--- config.mk ---
export PLATFORM = sky130hd
export DESIGN_NAME = dts_ser_flat
export DESIGN_NICKNAME = d
export VERILOG_FILES = /design/src/design/dts_pkg.sv /design/src/design/dts_if.sv /design/src/design/dts_ser.sv /design/src/flat_wrapper.sv
export SDC_FILE = /design/constraint.sdc
export NUM_CORES = 1
export LEC_CHECK = 0
export ABC_CLOCK_PERIOD_IN_PS = 7500
export BUFFER_PORTS_ARGS = -buffer_cell sky130_fd_sc_hd__buf_2
export CORE_MARGIN = 10
export CORE_UTILIZATION = 40
export CTS_CLUSTER_SIZE = 20
export DETAILED_ROUTE_END_ITERATION = 16
export GPL_TIMING_DRIVEN = 0
export PLACE_DENSITY = 0.61
export SYNTH_ARGS = -nofsm -noshare
export SYNTH_HDL_FRONTEND = slang
export SYNTH_SLANG_ARGS = --single-unit
--- constraint.sdc ---
create_clock -name clk_i -period 7.5 [get_ports clk_i]
set_input_delay 0.75 -clock clk_i [delete_from_list [all_inputs] [get_ports clk_i]]
set_output_delay 0.75 -clock clk_i [all_outputs]
set_load 0.03 [all_outputs]
--- src/design/dts_pkg.sv ---
// Shared types, constants and helpers for the share-target divider.
// No dependencies; every other file in this folder uses it.
package dts_pkg;

  localparam int unsigned NumW   = 256;              // quotient and numerator width
  localparam int unsigned WordW  = 64;               // divisor, remainder, output word
  localparam int unsigned NWords = NumW / WordW;
  localparam int unsigned IdxW   = $clog2(NWords);
  localparam int unsigned StepW  = $clog2(NumW);     // one division step per numerator bit
  localparam int unsigned NCells = 64;

  // Difficulty-one target: 0xFFFF0000 at bit 192, so bits 223..208 are set.
  localparam logic [31:0]      Diff1HiWord32 = 32'hFFFF0000;
  localparam logic [StepW-1:0] OnesLo        = StepW'(208);
  localparam logic [StepW-1:0] OnesHi        = StepW'(223);

  localparam logic [IdxW-1:0]  LastIdx = IdxW'(NWords - 1);

  // Word handed from one cell to the next.
  typedef struct packed {
    logic             valid;
    logic [StepW-1:0] step;   // division steps already done, wraps to zero when finished
    logic [WordW-1:0] dvs;    // divisor, never zero
    logic [WordW-1:0] rem;
    logic [NumW-1:0]  quo;    // quotient bits, shifted in from the bottom
  } cell_t;

  // Numerator bit consumed at a given step: bit position is NumW-1-step.
  function automatic logic num_bit(input logic [StepW-1:0] step);
    logic [StepW-1:0] pos;
    pos = ~step;
    return (pos >= OnesLo) && (pos <= OnesHi);
  endfunction

endpackage

--- src/design/dts_if.sv ---


interface dts_out_if;
  logic                        valid;
  logic                        ready;
  logic [dts_pkg::IdxW-1:0]    word_index;
  logic [dts_pkg::WordW-1:0]   target_word;
  logic                        last_word;

  modport source (output valid, output word_index, output target_word, output last_word,
                  input ready);
  modport sink   (input valid, input word_index, input target_word, input last_word,
                  output ready);
endinterface

--- src/design/dts_ser.sv ---
// Splits a finished 256-bit target into four 64-bit words, least significant first.
// Depends on dts_pkg and dts_out_if.
module dts_ser (
  input  logic                     clk_i,
  input  logic                     rst_ni,
  input  logic                     load_i,
  input  logic [dts_pkg::NumW-1:0] quo_i,
  output logic                     can_load_o,
  dts_out_if.source                out_o
);
  import dts_pkg::*;

  logic            busy_q, busy_d;
  logic [IdxW-1:0] cnt_q, cnt_d;
  logic [NumW-1:0] quo_q, quo_d;
  logic            xfer;
  logic            at_last;

  assign at_last    = (cnt_q == LastIdx);
  assign xfer       = busy_q && out_o.ready;
  assign can_load_o = !busy_q || (out_o.ready && at_last);

  assign out_o.valid       = busy_q;
  assign out_o.word_index  = cnt_q;
  assign out_o.target_word = quo_q[WordW-1:0];
  assign out_o.last_word   = at_last;

  always_comb begin
    busy_d = busy_q;
    cnt_d  = cnt_q;
    quo_d  = quo_q;
    if (load_i) begin
      busy_d = 1'b1;
      cnt_d  = '0;
      quo_d  = quo_i;
    end else if (xfer) begin
      // drop the word just taken, advance to the next one
      busy_d = !at_last;
      cnt_d  = cnt_q + IdxW'(1);
      quo_d  = {{WordW{1'b0}}, quo_q[NumW-1:WordW]};
    end
  end

  always_ff @(posedge clk_i or negedge rst_ni) begin
    if (!rst_ni) begin
      busy_q <= 1'b0;
      cnt_q  <= '0;
    end else begin
      busy_q <= busy_d;
      cnt_q  <= cnt_d;
    end
  end

  always_ff @(posedge clk_i) begin
    quo_q <= quo_d;
  end

endmodule

--- src/flat_wrapper.sv ---
// flat-port wrapper written by rule: the top's interface ports become plain ports
module dts_ser_flat import dts_pkg::*;
  (clk_i, rst_ni, load_i, quo_i, can_load_o, out_o_valid, out_o_word_index, out_o_target_word, out_o_last_word, out_o_ready);
  dts_out_if out_o_i ();
  input  logic clk_i;
  input  logic rst_ni;
  input  logic load_i;
  input  logic [dts_pkg::NumW-1:0] quo_i;
  output logic can_load_o;
  output wire logic [$bits(out_o_i.valid)-1:0] out_o_valid;
  output wire logic [$bits(out_o_i.word_index)-1:0] out_o_word_index;
  output wire logic [$bits(out_o_i.target_word)-1:0] out_o_target_word;
  output wire logic [$bits(out_o_i.last_word)-1:0] out_o_last_word;
  input wire logic [$bits(out_o_i.ready)-1:0] out_o_ready;
  assign out_o_valid = out_o_i.valid;
  assign out_o_word_index = out_o_i.word_index;
  assign out_o_target_word = out_o_i.target_word;
  assign out_o_last_word = out_o_i.last_word;
  assign out_o_i.ready = out_o_ready;
  dts_ser u_core (.clk_i(clk_i), .rst_ni(rst_ni), .load_i(load_i), .quo_i(quo_i), .can_load_o(can_load_o), .out_o(out_o_i));
endmodule
==> impl_metrics.yaml, run 1 <==
run_status:
  outcome: "finished clean"
critical_path:
  reg2reg_depth: 3
  crit_slowest_cell: "dfrtp_1"
  cp-start-kind: "register"
  arrival_ns: 1.52
  cp_common_cell: "nand2_1"
  required_ns: 6.75
  max_stage_delay_ns: 0.41
  crit_type: "register to output port"
  path_cells: "ha_1, nand2_1, nand2_1, buf_2"
  crit_fanout: 4
  cp-end-kind: "output port"
floorplanning:
  die_width_microns: 191
  dieArea_sq_um: 36500
  core_area_sq_um: 28800
  initial_core_util_pct: 40.6
  fp.dieH_microns: 191
  rows: 62
  ioPinCount: 329
power_and_ir_drop:
  ir_worst_vdd_mv: 0.182
  power.leakage_nw: 6.53
  powerDensity_nw_per_um2: 241
  total_power_mw: 3.58
sta:
  max_slew_margin_pct: 69.3
  clock_skew_ns: 0.0163
  max_freq_ghz: 0.441
  finalSetupViolCount: 0
  slew_violations: 0
  min_period_over_period_pct: 30.3
  fin_crit_ns: 2.27
  holdWs_ns: 0.496
  finalHoldViolCount: 0
  worst_pin_slew_ns: 0.460
  rsz0062_at_grt: "false"
placed_design:
  hpwl_mm: 20.2
  dpl_cell_area_sq_um: 13900
  port_buffers: 327
  place_congestion: 0.771
routing:
  first_iter_violations: 248
  finalWirelength_mm: 26.1
  post_drt_wl_per_cell_microns: 18.7
  vias_per_cell: 4.38
  drtPass1Iterations: 4
  routed-via-count: 6110
  ant_nets: 0
  drc_errors: 0
grt:
  met1_usage_pct: 14.6
  grt-busiest-layer: "met2"
  overflow: 0
  grt_pass1_vias: 6510
  grt_use_met2_pct: 24.5
  grt_pass1_wl_mm: 38.4
  grtUsageTotal_pct: 13.6
  grt_max_degree: 71
  grtUsageMet3_pct: 4.50
  antenna_found_initial: 13
hold_path:
  hp-class: "input port to register"
  min_path_cells: 2
logic_synthesis:
  ys_ff_latch: 259
  ys_types: 17
  syn-instance-count: 619
  ys_seq_area_share_pct: 66.4
  syn-num-nets: 880
  synth_warnings: 0
  synth_area_sq_um: 11700
  syn_avg_cell_area_sq_um: 18.9
clock_tree:
  postCtsSetupRepairBufs: 0
  cts-htree-levels: 1
  clk_pin_slew_ns: 0.06
  cts_tree: "yes"
  cts_sinks: 259
  insertion_delay_ns: 0.53
  cts_root_buf: "clkbuf_16"
  cts_made_buffers: 29
  clock_path_buffers: 3
layout:
  stdcell_area_sq_um: 14800
  nets: 1243
  final_layout_size_suffix_gt1_share_pct: 65.3
  syn_to_final_growth_pct: 26.7
  filler_cell_count: 2449
flow_run:
  maxCapViolCount: 0
-- timing repair --
item	4_1_cts	5_1_grt
hold buffers	1	0
endpoints found under the hold margin	3	0
resized for setup	0	0
-- registers in the layout (all words and copies together), names as in the netlist --
name and cells:
u_core.out_o.word_index 2, u_core.out_o.valid 1, u_core.quo_q 256
-- cell type report --
class | count | area [sq um] | share of cell area [%]
multi-input combinational | 267 | 3210 | 21.7
sequential | 259 | 7760 | 52.4
clock buffer | 35 | 748 | 5.05
clock inverter | 16 | 103 | 0.693
antenna | 9 | 22.5 | 0.152
tap | 384 | 480 | 3.24
timing repair buffer | 332 | 1760 | 11.9
buffer | 93 | 731 | 4.93
-- worst max-delay path: cells and delay by family (launching register included) --
family,cells,cell delay (ns)
buf+inv,1,0.19
simple gates,2,0.15
flops,1,0.41
fa+ha+maj,1,0.24
-- report_power, final --
part / leakage, nW / internal, mW / total, mW / switching [mW]
combinational: 3.40 / 0.275 / 0.497 / 0.222
clock: 0.424 / 0.738 / 1.28 / 0.544
sequential: 2.70 / 1.76 / 1.80 / 0.0359
total: 6.53 / 2.77 / 3.58 / 0.802
-- Yosys cell counts --
cell type    n  area, sq um
clkbuf_2     1         5.00
mux2_2      42          473
clkbuf_1     6         22.5
ha_1         1         12.5
dfrtp_1      3         75.1
buf_4       64          480
a21bo_2      2         20.0
nand3b_1     1         7.51
a21o_1       2         15.0
buf_2        4         20.0
and2_1      64          400
edfxtp_1   256         7690
nand2_1      2         7.51
nand3_1      1         5.00
buf_6       18          203
mux2_4     150         2250
a21oi_1      2         10.0
-- cells by family (layout without fill, tap and decap cells) --
kind of cell | after synthesis | in the layout | share of synthesized area [%]
AO/OA/AOI/OAI | 6 | 6 | 0.385
adder cells (fa/ha/maj) | 1 | 1 | 0.107
buffers and inverters | 93 | 476 | 6.25
flip-flops | 259 | 259 | 66.4
multiplexers | 192 | 192 | 23.3
other | 0 | 9 | 0
AND/OR/NAND/NOR | 68 | 68 | 3.59
-- path summary, 6_finish.rpt --
check	start	end	slack, ns
setup / recovery	u_core.out_o.word_index[0]	can_load_o	5.23
hold / removal	quo_i[231]	u_core.quo_q[231]	0.50
setup reg to reg	u_core.out_o.valid	u_core.quo_q[143]	5.69
hold reg to reg	u_core.quo_q[126]	u_core.quo_q[62]	0.54
max in group asynchronous	rst_ni	u_core.out_o.word_index[0]	6.83
min in group asynchronous	rst_ni	u_core.out_o.word_index[1]	0.56
-- cell usage in the layout (no fill, tap or decap), types with 3 or more instances in the layout --
cell type,instances
and2_1,64
buf_16,4
buf_2,331
buf_4,64
buf_6,18
clkbuf_1,12
clkbuf_16,29
clkinv_1,4
clkinv_2,10
dfrtp_1,3
diode_2,9
edfxtp_1,256
mux2_2,42
mux2_4,150
-- per-layer routing --
layer	routed length, microns	up-vias	share of wire (%)
li1	-	2998	-
met4	763	6	2.9
met1	9520	2860	36
met5	39	-	0.15
met2	13800	199	53
met3	2010	47	7.7
-- per-stage QoR --
stage / setup slack (ns) / util (%) / setup TNS, ns / instances
6_report: 5.23 / 51.5 / 0 / 1395
5_1_grt: 5.16 / 51.5 / 0 / 1393
4_1_cts: 5.21 / 51.4 / 0 / 1386
3_5_place_dp: 4.85 / 48.4 / 0 / 1334
3_3_place_gp: -1.82 / 48.0 / -461.71 / 1330
2_1_floorplan: 0.657 / - / 0 / 619
No activity file was read; power rests on OpenSTA's default activity.
==> inputs of run 2 (changes only) <==
ABC_CLOCK_PERIOD_IN_PS = 2000   (was 7500)
PLACE_DENSITY = 0.63   (was 0.61)
clock period = 2 ns   (was 7.5 ns; I/O delays follow)
==> impl_metrics.yaml, run 2 (synthesis results as in run 1) <==
clock_tree:
  cts_tree: "yes"
  cts_root_buf: "clkbuf_16"
  cts-htree-levels: 1
  insertion_delay_ns: 0.53
  cts_made_buffers: 29
  clock_path_buffers: 3
  postCtsSetupRepairBufs: 0
  clk_pin_slew_ns: 0.06
  cts_sinks: 259
grt:
  grt_max_degree: 76
  grtUsageTotal_pct: 16.6
  grt_pass1_vias: 8287
  grt_pass1_wl_mm: 47.5
  antenna_found_initial: 6
  overflow: 0
critical_path:
  crit_fanout: 72
  cp-end-kind: "register"
  crit_type: "register to register"
  required_ns: 2.19
  arrival_ns: 2.15
  cp-start-kind: "register"
routing:
  finalWirelength_mm: 31.2
  first_iter_violations: 264
  vias_per_cell: 4.47
  drc_errors: 0
  ant_nets: 0
  routed-via-count: 7381
  post_drt_wl_per_cell_microns: 18.9
  drtPass1Iterations: 6
placed_design:
  port_buffers: 327
  hpwl_mm: 20.2
  dpl_cell_area_sq_um: 13900
  place_congestion: 0.801
floorplanning:
  dieArea_sq_um: 36500
  ioPinCount: 329
  core_area_sq_um: 28800
  fp.dieH_microns: 191
  die_width_microns: 191
  initial_core_util_pct: 40.6
  rows: 62
flow_run:
  maxCapViolCount: 0
run_status:
  outcome: "finished clean"
layout:
  nets: 1501
  final_layout_size_suffix_gt1_share_pct: 51.9
  final_cell_mix: "buf_2 (331), dlygate4sd3_1 (258), edfxtp_1 (256)"
  stdcell_area_sq_um: 17400
  top_register: "u_core.quo_q"
  syn_to_final_growth_pct: 49.1
  largest_register_ffs: 256
  layout_commonest_cell: "buf_2"
power_and_ir_drop:
  ir_worst_vdd_mv: 0.708
  power.leakage_nw: 7.62
  powerDensity_nw_per_um2: 816
sta:
  holdWs_ns: 0.0690
  rsz0062_at_grt: "true"
  max_slew_margin_pct: 60.5
  fin_crit_ns: 1.95
  worst_pin_slew_ns: 0.593
  clock_skew_ns: 0.00964
  max_freq_ghz: 0.512
  finalSetupViolCount: 0
  slew_violations: 0
  min_period_over_period_pct: 97.7
  finalHoldViolCount: 0
hold_path:
  hp-class: "input port to register"
run 2: timing repair:
action                                 in CTS  in global routing
setup endpoints to repair                 147                106
gates resized for setup                     0                  0
endpoints found under the hold margin     259                  0
pin swaps                                   1                  1
hold buffers                              258                  0
gates cloned                                2                  0
run 2: area by class of cell:
class	count	area [sq um]
fillers	2088	11300
flip-flops and latches	259	7760
repair buffers	588	4300
multi-input cells	269	3230
clock buffers	38	769
plain buffers	93	732
well taps	384	480
clock inverters	14	145
diodes	6	15.0
run 2: per-layer routing:
| layer | GRT usage [%] | routed length (microns) | part of all wire, % | vias to the layer above |
|---|---|---|---|---|
| li1 | - | - | - | 3519 |
| met1 | 17.7 | 11600 | 37 | 3582 |
| met2 | 31.0 | 17000 | 54 | 231 |
| met3 | 3.77 | 1800 | 5.8 | 49 |
| met4 | 6.12 | 865 | 2.8 | 0 |
| met5 | 0 | 0 | 0 | - |
run 2: critical path, cell delays in order, from the launching register on:
cell and delay, ns:
dfrtp_2 0.52, a21o_4 0.32, buf_16 0.33, buf_16 0.34
run 2: path summary, 6_finish.rpt:
check                      cells past startpoint                from                          to  slack [ns]
setup reg to reg                               3  u_core.out_o.valid            u_core.quo_q[15]        0.05
min in group asynchronous                      3              rst_ni          u_core.out_o.valid        0.55
max in group asynchronous                      3              rst_ni          u_core.out_o.valid        1.27
setup / recovery                               3  u_core.out_o.valid            u_core.quo_q[15]        0.05
hold reg to reg                                1   u_core.quo_q[110]            u_core.quo_q[46]        0.54
hold / removal                                 3         out_o_ready  u_core.out_o.word_index[0]        0.07
run 2: report_power, final:
group / switching (mW) / internal (mW)
registers: 0.148 / 6.61
logic: 0.970 / 1.36
clock network: 2.07 / 3.07
total: 3.19 / 11.0
run 2: stage by stage:
stage          setup TNS (ns)  power (mW)  worst slack, ns  util, %  instances
2_1_floorplan         -170.57        8.13           -0.666        -        619
3_3_place_gp          -360.32        8.69            -1.43     48.0       1330
3_5_place_dp           -45.14        8.75           -0.317     48.3       1333
4_1_cts                     0        14.3           0.0526     60.5       1645
5_1_grt                -0.329        14.8          -0.0122     60.6       1651
6_report                    0        14.2           0.0450     60.6       1651
