## config.mk

```make
export PLATFORM = sky130hd
export DESIGN_NAME = dts_cell
export DESIGN_NICKNAME = d
export VERILOG_FILES = /design/src/design/dts_pkg.sv /design/src/design/dts_cell.sv
export SDC_FILE = /design/constraint.sdc
export NUM_CORES = 1
export LEC_CHECK = 0
export BUFFER_PORTS_ARGS = -buffer_cell sky130_fd_sc_hd__buf_4
export CORE_AREA = 3 3 307 309
export CTS_CLUSTER_SIZE = 28
export DETAILED_ROUTE_END_ITERATION = 8
export DIE_AREA = 0 0 310 312
export PLACE_DENSITY = 0.37
export RECOVER_POWER = 25
export SYNTH_ARGS = -nofsm -noshare
export SYNTH_HDL_FRONTEND = slang
export SYNTH_SLANG_ARGS = --single-unit
```

## constraint.sdc

```tcl
create_clock -name clk_i -period 1.2 [get_ports clk_i]
set_input_delay 0.18 -clock clk_i [delete_from_list [all_inputs] [get_ports clk_i]]
set_output_delay 0.18 -clock clk_i [all_outputs]
set_load 0.02 [all_outputs]
```

## src/design/dts_pkg.sv

```systemverilog
// Shared types, constants and helpers for the share-target divider.
// No dependencies; every other file in this folder uses it.
package dts_pkg;

  localparam int unsigned NumW   = 256;              // quotient and numerator width
  localparam int unsigned WordW  = 64;               // divisor, remainder, output word
  localparam int unsigned NWords = NumW / WordW;
  localparam int unsigned IdxW   = $clog2(NWords);
  localparam int unsigned StepW  = $clog2(NumW);     // one division step per numerator bit
  localparam int unsigned NCells = 64;

  // Difficulty-one target: 0xFFFF0000 at bit 192, so bits 223..208 are set.
  localparam logic [31:0]      Diff1HiWord32 = 32'hFFFF0000;
  localparam logic [StepW-1:0] OnesLo        = StepW'(208);
  localparam logic [StepW-1:0] OnesHi        = StepW'(223);

  localparam logic [IdxW-1:0]  LastIdx = IdxW'(NWords - 1);

  // Word handed from one cell to the next.
  typedef struct packed {
    logic             valid;
    logic [StepW-1:0] step;   // division steps already done, wraps to zero when finished
    logic [WordW-1:0] dvs;    // divisor, never zero
    logic [WordW-1:0] rem;
    logic [NumW-1:0]  quo;    // quotient bits, shifted in from the bottom
  } cell_t;

  // Numerator bit consumed at a given step: bit position is NumW-1-step.
  function automatic logic num_bit(input logic [StepW-1:0] step);
    logic [StepW-1:0] pos;
    pos = ~step;
    return (pos >= OnesLo) && (pos <= OnesHi);
  endfunction

endpackage

```

## src/design/dts_cell.sv

```systemverilog
// One restoring long-division step per cycle while enabled, registered.
// Depends on dts_pkg (cell_t, num_bit).
module dts_cell (
  input  logic           clk_i,
  input  logic           rst_ni,
  input  logic           en_i,
  input  dts_pkg::cell_t cell_i,
  output dts_pkg::cell_t cell_o
);
  import dts_pkg::*;

  logic             carry;
  logic [WordW-1:0] rem_sh;
  logic [WordW+1:0] diff;
  logic             ge;
  cell_t            cell_d;
  logic             valid_q;
  cell_t            pay_q;

  // Shift in the next numerator bit; the bit shifted out counts as 2^64.
  assign carry  = cell_i.rem[WordW-1];
  assign rem_sh = {cell_i.rem[WordW-2:0], num_bit(cell_i.step)};
  assign diff   = {1'b0, carry, rem_sh} - {2'b00, cell_i.dvs};
  assign ge     = ~diff[WordW+1];

  always_comb begin
    cell_d       = cell_i;
    cell_d.step  = cell_i.step + StepW'(1);
    cell_d.rem   = ge ? diff[WordW-1:0] : rem_sh;
    cell_d.quo   = {cell_i.quo[NumW-2:0], ge};
  end

  always_ff @(posedge clk_i or negedge rst_ni) begin
    if (!rst_ni) begin
      valid_q <= 1'b0;
    end else if (en_i) begin
      valid_q <= cell_i.valid;
    end
  end

  always_ff @(posedge clk_i) begin
    if (en_i) begin
      pay_q <= cell_d;
    end
  end

  always_comb begin
    cell_o       = pay_q;
    cell_o.valid = valid_q;
  end

endmodule

```

==> impl_results.md, run 1 <==
* Placed cells at 3495
* IO Port Bufs at 787
* Final core utilization at 38.21%
* Sw Ratio at 28.42%
* CP startpoint: cell_i[332]
* Area of the multi-input gates at 0.004966 mm2
* Initial Util at 18.26%
* Grt total ovfl at 0
* Max Clk Rate at 0.3478 GHz
* Worst slew margin at 31.60%
* Fin worst setup slack at -1.675 ns
* Sequential cell area fraction in the yosys report at 70.47%
* Die width at 310 um
* Largest net degree at the start of global routing at 40
* Worst R2R Setup Slack at 0.43 ns
* Required time of the critical path at 1.56 ns
* Layout cells sized above 1 at 48.23%
* Max Cap Viol at 0
* Ys flop type: edfxtp_1
* Root Driver: clkbuf_16
* Remaining antenna violation count at 0
* Register bit total from synthesis at 393
* Vias in the first global route at 17390
* Maximum root-to-sink buffer count at 3
* Routed len/inst at 22.27 um
* Mapped Area at 0.01674 mm2
* Internal power at 0.03295 W
* CTS Buf Count at 51
* Final period util at 239.6%
* Slew @ Worst Pin at 1.026 ns
* Failing checks: setup timing
* Drt drc at 0
* Worst skew pair latency at 0.62 ns
* Synth unique cells at 57
* Max-slew violation count at 0
* First-pass GRT wire length at 123.8 mm
* Core Footprint at 0.09166 mm2
* Final Instance Count excl. Fillers at 4016
* Status: finished, violations left
* Leak at 15.07 nW
* Commonest non-fill, non-tap cell in the layout: buf_4
* Final hold vios at 0
* Pwr dens at 1315 mW/mm2
* Vias/cell at 3.971
* Net load switching power at 0.01309 W
* CP Max Fanout at 6
* Final HPWL DP at 71.05 mm
* Syn nets at 1657
* Die footprint at 0.09672 mm2
* Final WL at 89.45 mm
* Hold Path Class: in -> reg
* Seq pwr share at 37.6%
* Maximum vdd ir drop at 1.014 mV
* Avg Cell Area, Syn at 14.02 um2
* R2R cell count at 1
* IO Pins at 789
* Critical Path End: cell_o[263]
* Htree depth at 2
* Async SR Flop Fraction at 0.2545%
* Number of synthesized flops with an enable pin at 392
* RD Place Congestion at 0.8232
* Reg-to-reg critical path endpoint: valid_q
* Setup tns final at -161.82 ns
* Layout area overhead at 109.2%
* Initial antenna violation count at 27
* Worst EP arrival at 3.24 ns
* Register clock-pin slew on the reported worst setup and hold paths at 0.05 ns
* CTS tree: yes
* Die height at 312 um
* Critical R2R Launch: valid_q
* Unrepaired setup endpoints after global routing: true
* Clock power share at 35.2%
* Setup crit start kind: primary input
* 1st-pass router iterations at 4
* YS warnings at 0
* Starting DRT DRC Count at 740
* GRT Util Overall at 17.81%
* Post-layout min period at 2.875 ns
* Fill cells at 9046
* Critical Path End Type: flip-flop
* Register area at 0.01180 mm2
* Final setup viols at 580
* Gate Count Post-Synth at 1194
* Critical path type: in -> reg
* Comb pwr share at 27.2%
* Worst clock skew at 0 ns
* Most frequent cells in the layout: 743 x buf_4, 405 x buf_6, 392 x edfxtp_1, 392 x dlygate4sd3_1, 97 x nor2_1
* Row count at 111
* NumNets Final at 3243
* Sink Count at 393
* Vias post-DR at 15947
Yosys cell counts, types with 6 or more instances:
master	count	share of area (%)
buf_6	6	0.40
o21bai_1	19	0.85
nand3_1	11	0.33
a21o_1	25	1.1
nor2_1	100	2.2
nor2b_1	10	0.37
xor2_1	20	1.0
inv_1	87	2.0
buf_4	7	0.31
mux2_1	6	0.40
xnor2_1	42	2.2
o21a_1	12	0.54
or3_1	7	0.26
nor3_1	14	0.42
ha_1	66	4.9
a21oi_1	131	3.9
clkbuf_1	27	0.61
nand2_1	56	1.3
and3_1	7	0.26
edfxtp_1	392	70
o21ai_0	51	1.5
nand4_1	22	0.82
nand2b_1	7	0.26
o31ai_1	6	0.27
routing by layer:
layer | routed length [um] | vias up | global-route usage, %
met5 | 172 | - | 0
met4 | 3875 | 26 | 7.773
met3 | 6286 | 155 | 5.198
met2 | 46130 | 527 | 32.41
met1 | 32990 | 7588 | 18.93
li1 | - | 7651 | -
stage by stage:
stage	setup slack, ns	power, W	cell area (um2)	hold slack [ns]
floorplan	-1.870	0.02144	17060	-0.1156
global placement	-2.384	0.02765	27160	-0.04418
detailed placement	-2.415	0.02764	27160	-0.04451
CTS	-1.619	0.04676	34790	-0.2790
global route	-1.716	0.04815	35010	0.007792
finish	-1.675	0.04604	35020	0.03098
area by class of cell:
| class | count | area share, % |
|---|---|---|
| Multi-Input combinational cell | 673 | 14.18 |
| Sequential cell | 393 | 33.68 |
| Clock inverter | 37 | 1.236 |
| Clock buffer | 56 | 3.758 |
| Timing Repair Buffer | 1574 | 41.90 |
| Inverter | 87 | 0.9324 |
| Tap cell | 1186 | 4.237 |
| Antenna cell | 10 | 0.07145 |
power groups by stage:
stage | clock network (W) | registers [W] | logic, W
final | 0.0162 | 0.0173 | 0.0125
after global routing | 0.0174 | 0.0174 | 0.0133
after CTS | 0.0169 | 0.0173 | 0.0126
after detailed placement | 0 | 0.0173 | 0.0103
after global placement | 0 | 0.0173 | 0.0103
after floorplan | 0 | 0.0189 | 0.00254
critical path: stages:
cell and delay, ns:
buf_4 0.10, inv_1 0.07, ha_1 0.34, nand2_1 0.10, or3_4 0.38, or4_4 0.44, a21oi_4 0.15, nor2_4 0.07
a211o_1 0.32, a21bo_2 0.25, o21bai_4 0.21, buf_6 0.16, buf_16 0.16, mux2_4 0.30
state kept, by name, indices dropped and copies added, names as in the netlist:
register	cells
valid_q	1
cell_o	392
worst min path at each step:
| stage | startpoint | endpoint | slack (ns) | cells after the start |
|---|---|---|---|---|
| finish | cell_i[320] | cell_o[256] | 0.03 | 3 |
| detailed placement | rst_ni | valid_q | -0.04 | 1 |
| global route | cell_i[320] | cell_o[256] | 0.008 | 3 |
| floorplan | rst_ni | valid_q | -0.12 | 0 |
| global placement | rst_ni | valid_q | -0.04 | 1 |
| CTS | cell_i[320] | cell_o[320] | -0.28 | 1 |
logic make-up (layout without fill, tap and decap cells):
| family | after synthesis | in the layout | share of synthesized area (%) |
|---|---|---|---|
| mux | 11 | 11 | 0.7325 |
| compound gates | 287 | 287 | 10.38 |
| fa+ha+maj | 67 | 67 | 5.053 |
| xor+xnor | 62 | 62 | 3.244 |
| simple gates | 246 | 246 | 6.757 |
| buf+inv | 128 | 1754 | 3.364 |
| flops | 393 | 393 | 70.47 |
| other cells | 0 | 10 | 0 |
timing repair:
item / in CTS / in global routing
cloned: 4 / 2
resized for setup: 448 / 40
hold buffers: 392 / 1
pin swaps: 21 / 25
hold endpoints to repair: 391 / 1
buffers inserted: 15 / 5
setup endpoints to repair: 458 / 461
(Power assumes the default switching activity.)
==> run 2: changes to the inputs <==
Settings changed: PLACE_DENSITY 0.37 to default.
==> impl_results.md, run 2 (same netlist as run 1, synthesis figures left out) <==
* Worst EP arrival at 3.19 ns (was 3.24 ns)
* Crit. path cell count at 14 (unchanged)
* R2R cell count at 1 (unchanged)
* Drt drc at 0 (unchanged)
* Final hold vios at 0 (unchanged)
* Initial antenna violation count at 44 (was 27)
* Max-slew violation count at 0 (unchanged)
* CP Max Fanout at 8 (was 6)
* Htree depth at 2 (unchanged)
* Total power at 0.04509 W (was 0.04604 W)
* Max FFs per register at 392 (unchanged)
* Routed len/inst at 23.92 um (was 22.27 um)
* Vias post-DR at 15967 (was 15947)
* Unrepaired setup endpoints after global routing: true (unchanged)
* GRT Util Overall at 18.39% (was 17.81%)
* NumNets Final at 3190 (was 3243)
* Status: finished, violations left (unchanged)
* Critical Path End Type: flip-flop (unchanged)
* Root Driver: clkbuf_16 (unchanged)
* Fin worst setup slack at -1.621 ns (was -1.675 ns)
* Sink Count at 393 (unchanged)
* Fill cells at 8819 (was 9046)
* Most frequent cells in the layout: 528 x buf_4, 393 x dlygate4sd3_1, 392 x edfxtp_1, 392 x buf_6, 152 x clkbuf_4 (was 743 x buf_4, 405 x buf_6, 392 x edfxtp_1, 392 x dlygate4sd3_1, 97 x nor2_1)
* 1st-pass router iterations at 5 (was 4)
* Cts-stage hold buffer count at 395 (was 392)
* Hold Path Class: in -> reg (unchanged)
* Vias/cell at 4.018 (was 3.971)
* Leak at 14.65 nW (was 15.07 nW)
* First-pass GRT wire length at 125.1 mm (was 123.8 mm)
* Slowest stage delay, CP at 0.55 ns (was 0.44 ns)
* Maximum vdd ir drop at 1.204 mV (was 1.014 mV)
* Max Clk Rate at 0.3545 GHz (was 0.3478 GHz)
* Max Cap Viol at 0 (unchanged)
* Final HPWL DP at 74.29 mm (was 71.05 mm)
* Register clock-pin slew on the reported worst setup and hold paths at 0.06 ns (was 0.05 ns)
* Placement Setup Slack at -2.498 ns (was -2.415 ns)
* Layout area overhead at 105.7% (was 109.2%)
* Starting DRT DRC Count at 885 (was 740)
* Required time of the critical path at 1.57 ns (was 1.56 ns)
* Final period util at 235.0% (was 239.6%)
* Post-layout min period at 2.821 ns (was 2.875 ns)
* Vias in the first global route at 16643 (was 17390)
* Maximum root-to-sink buffer count at 3 (unchanged)
* RD Place Congestion at 0.8635 (was 0.8232)
* Failing checks: setup timing (unchanged)
* IO Pins at 789 (unchanged)
* Initial Util at 18.26% (unchanged)
* Worst path bufs/invs at 3 (was 4)
* CTS Buf Count at 50 (was 51)
* Die height at 312 um (unchanged)
* Commonest non-fill, non-tap cell in the layout: buf_4 (unchanged)
* CP top delay family: compound AO/OA/AOI/OAI gates (was simple AND/OR/NAND/NOR gates)
* Worst slew margin at 43.30% (was 31.60%)
* IO Port Bufs at 787 (unchanged)
* Remaining antenna violation count at 0 (unchanged)
* Worst clock skew at 0 ns (unchanged)
* Final WL at 95.07 mm (was 89.45 mm)
* Core Footprint at 0.09166 mm2 (unchanged)
* Slew @ Worst Pin at 0.8427 ns (was 1.026 ns)
* Grt total ovfl at 0 (unchanged)
* Pwr dens at 1310 mW/mm2 (was 1315 mW/mm2)
* Critical path type: in -> reg (unchanged)
* Worst skew pair latency at 0.63 ns (was 0.62 ns)
* Row count at 111 (unchanged)
* Critical Path, Cell by Cell: buf_6 > or4_4 > ha_4 > nor2b_2 > o31a_1 > o2111ai_4 > a21oi_2 > nor2_2 > a211o_1 > a21bo_2 > o21bai_4 > buf_12 > buf_12 > mux2_1 (was buf_4 > inv_1 > ha_1 > nand2_1 > or3_4 > or4_4 > a21oi_4 > nor2_4 > a211o_1 > a21bo_2 > o21bai_4 > buf_6 > buf_16 > mux2_4)
* Layout cells sized above 1 at 46.28% (was 48.23%)
* CP dominant cell by count: buf_12
* Setup crit start kind: primary input (unchanged)
* Largest net degree at the start of global routing at 45 (was 40)
* Die footprint at 0.09672 mm2 (unchanged)
* Slowest library cell on the worst path: or4_4 (unchanged)
* WHS Path Cells at 3 (unchanged)
* CTS tree: yes (unchanged)
* Final setup viols at 458 (was 580)
* Die width at 310 um (unchanged)
==> run 2: changes by cell type in the layout (fill, tap and decap cells not counted), sizes merged <==
cell,delta
bufinv,-4
diode,+10
bufbuf,-2
clkinv,+3
clkbuf,+171
dlygate4sd3,+1
clkinvlp,+2
inv,+1
buf,-224
==> run 2: metrics by stage <==
stage / area [um2] / utilization, % / hold slack (ns) / instances / setup TNS [ns]
5_1_grt: 34410 / 37.54 / -0.02783 / 3968 / -185.17
3_3_place_gp: 26880 / 29.33 / -0.04414 / 3453 / -143.49
3_5_place_dp: 26880 / 29.33 / -0.04412 / 3453 / -144.28
2_1_floorplan: 17060 / - / -0.1156 / 1194 / -113.77
4_1_cts: 32910 / 35.90 / -0.05145 / 3944 / -180.13
6_report: 34430 / 37.56 / 0.008056 / 3974 / -157.60
==> run 2: metal layers <==
metal / track usage [%] / wire length [um]
met5: 0 / 250
met4: 8.708 / 4443
met3: 7.054 / 8648
met2: 33.23 / 48710
met1: 18.43 / 33020
==> run 2: worst paths after layout <==
path / startpoint / to / slack [ns]
max: cell_i[388] / cell_o[296] / -1.62
min: cell_i[320] / cell_o[256] / 0.008
max reg2reg: valid_q / valid_q / 0.43
min reg2reg: valid_q / valid_q / 0.55
max in group asynchronous: rst_ni / valid_q / 0.67
min in group asynchronous: rst_ni / valid_q / 0.42
==> run 2: cell type report <==
cell class,count,area (um2),area share (%)
timing repair buffer,1522,14230,41.33
sequential,393,11800,34.26
multi-input combinational,673,4885,14.19
tap,1186,1484,4.310
clock buffer,54,1287,3.740
clock inverter,39,370.4,1.076
inverter,87,326.6,0.9486
antenna,20,50.05,0.1454
==> run 2: power by group <==
part	switching, W	internal (W)
Clock	0.00666	0.00871
Combinational	0.00597	0.00641
Sequential	0.000693	0.0167
Total	0.0133	0.0318
==> run 2: timing repair <==
action | in CTS | in global routing
setup buffers | 2 | 5
endpoints found under the hold margin | 394 | 1
setup endpoints to repair | 458 | 459
resized for setup | 94 | 355
gates cloned | 1 | 7
pin swaps | 20 | 9
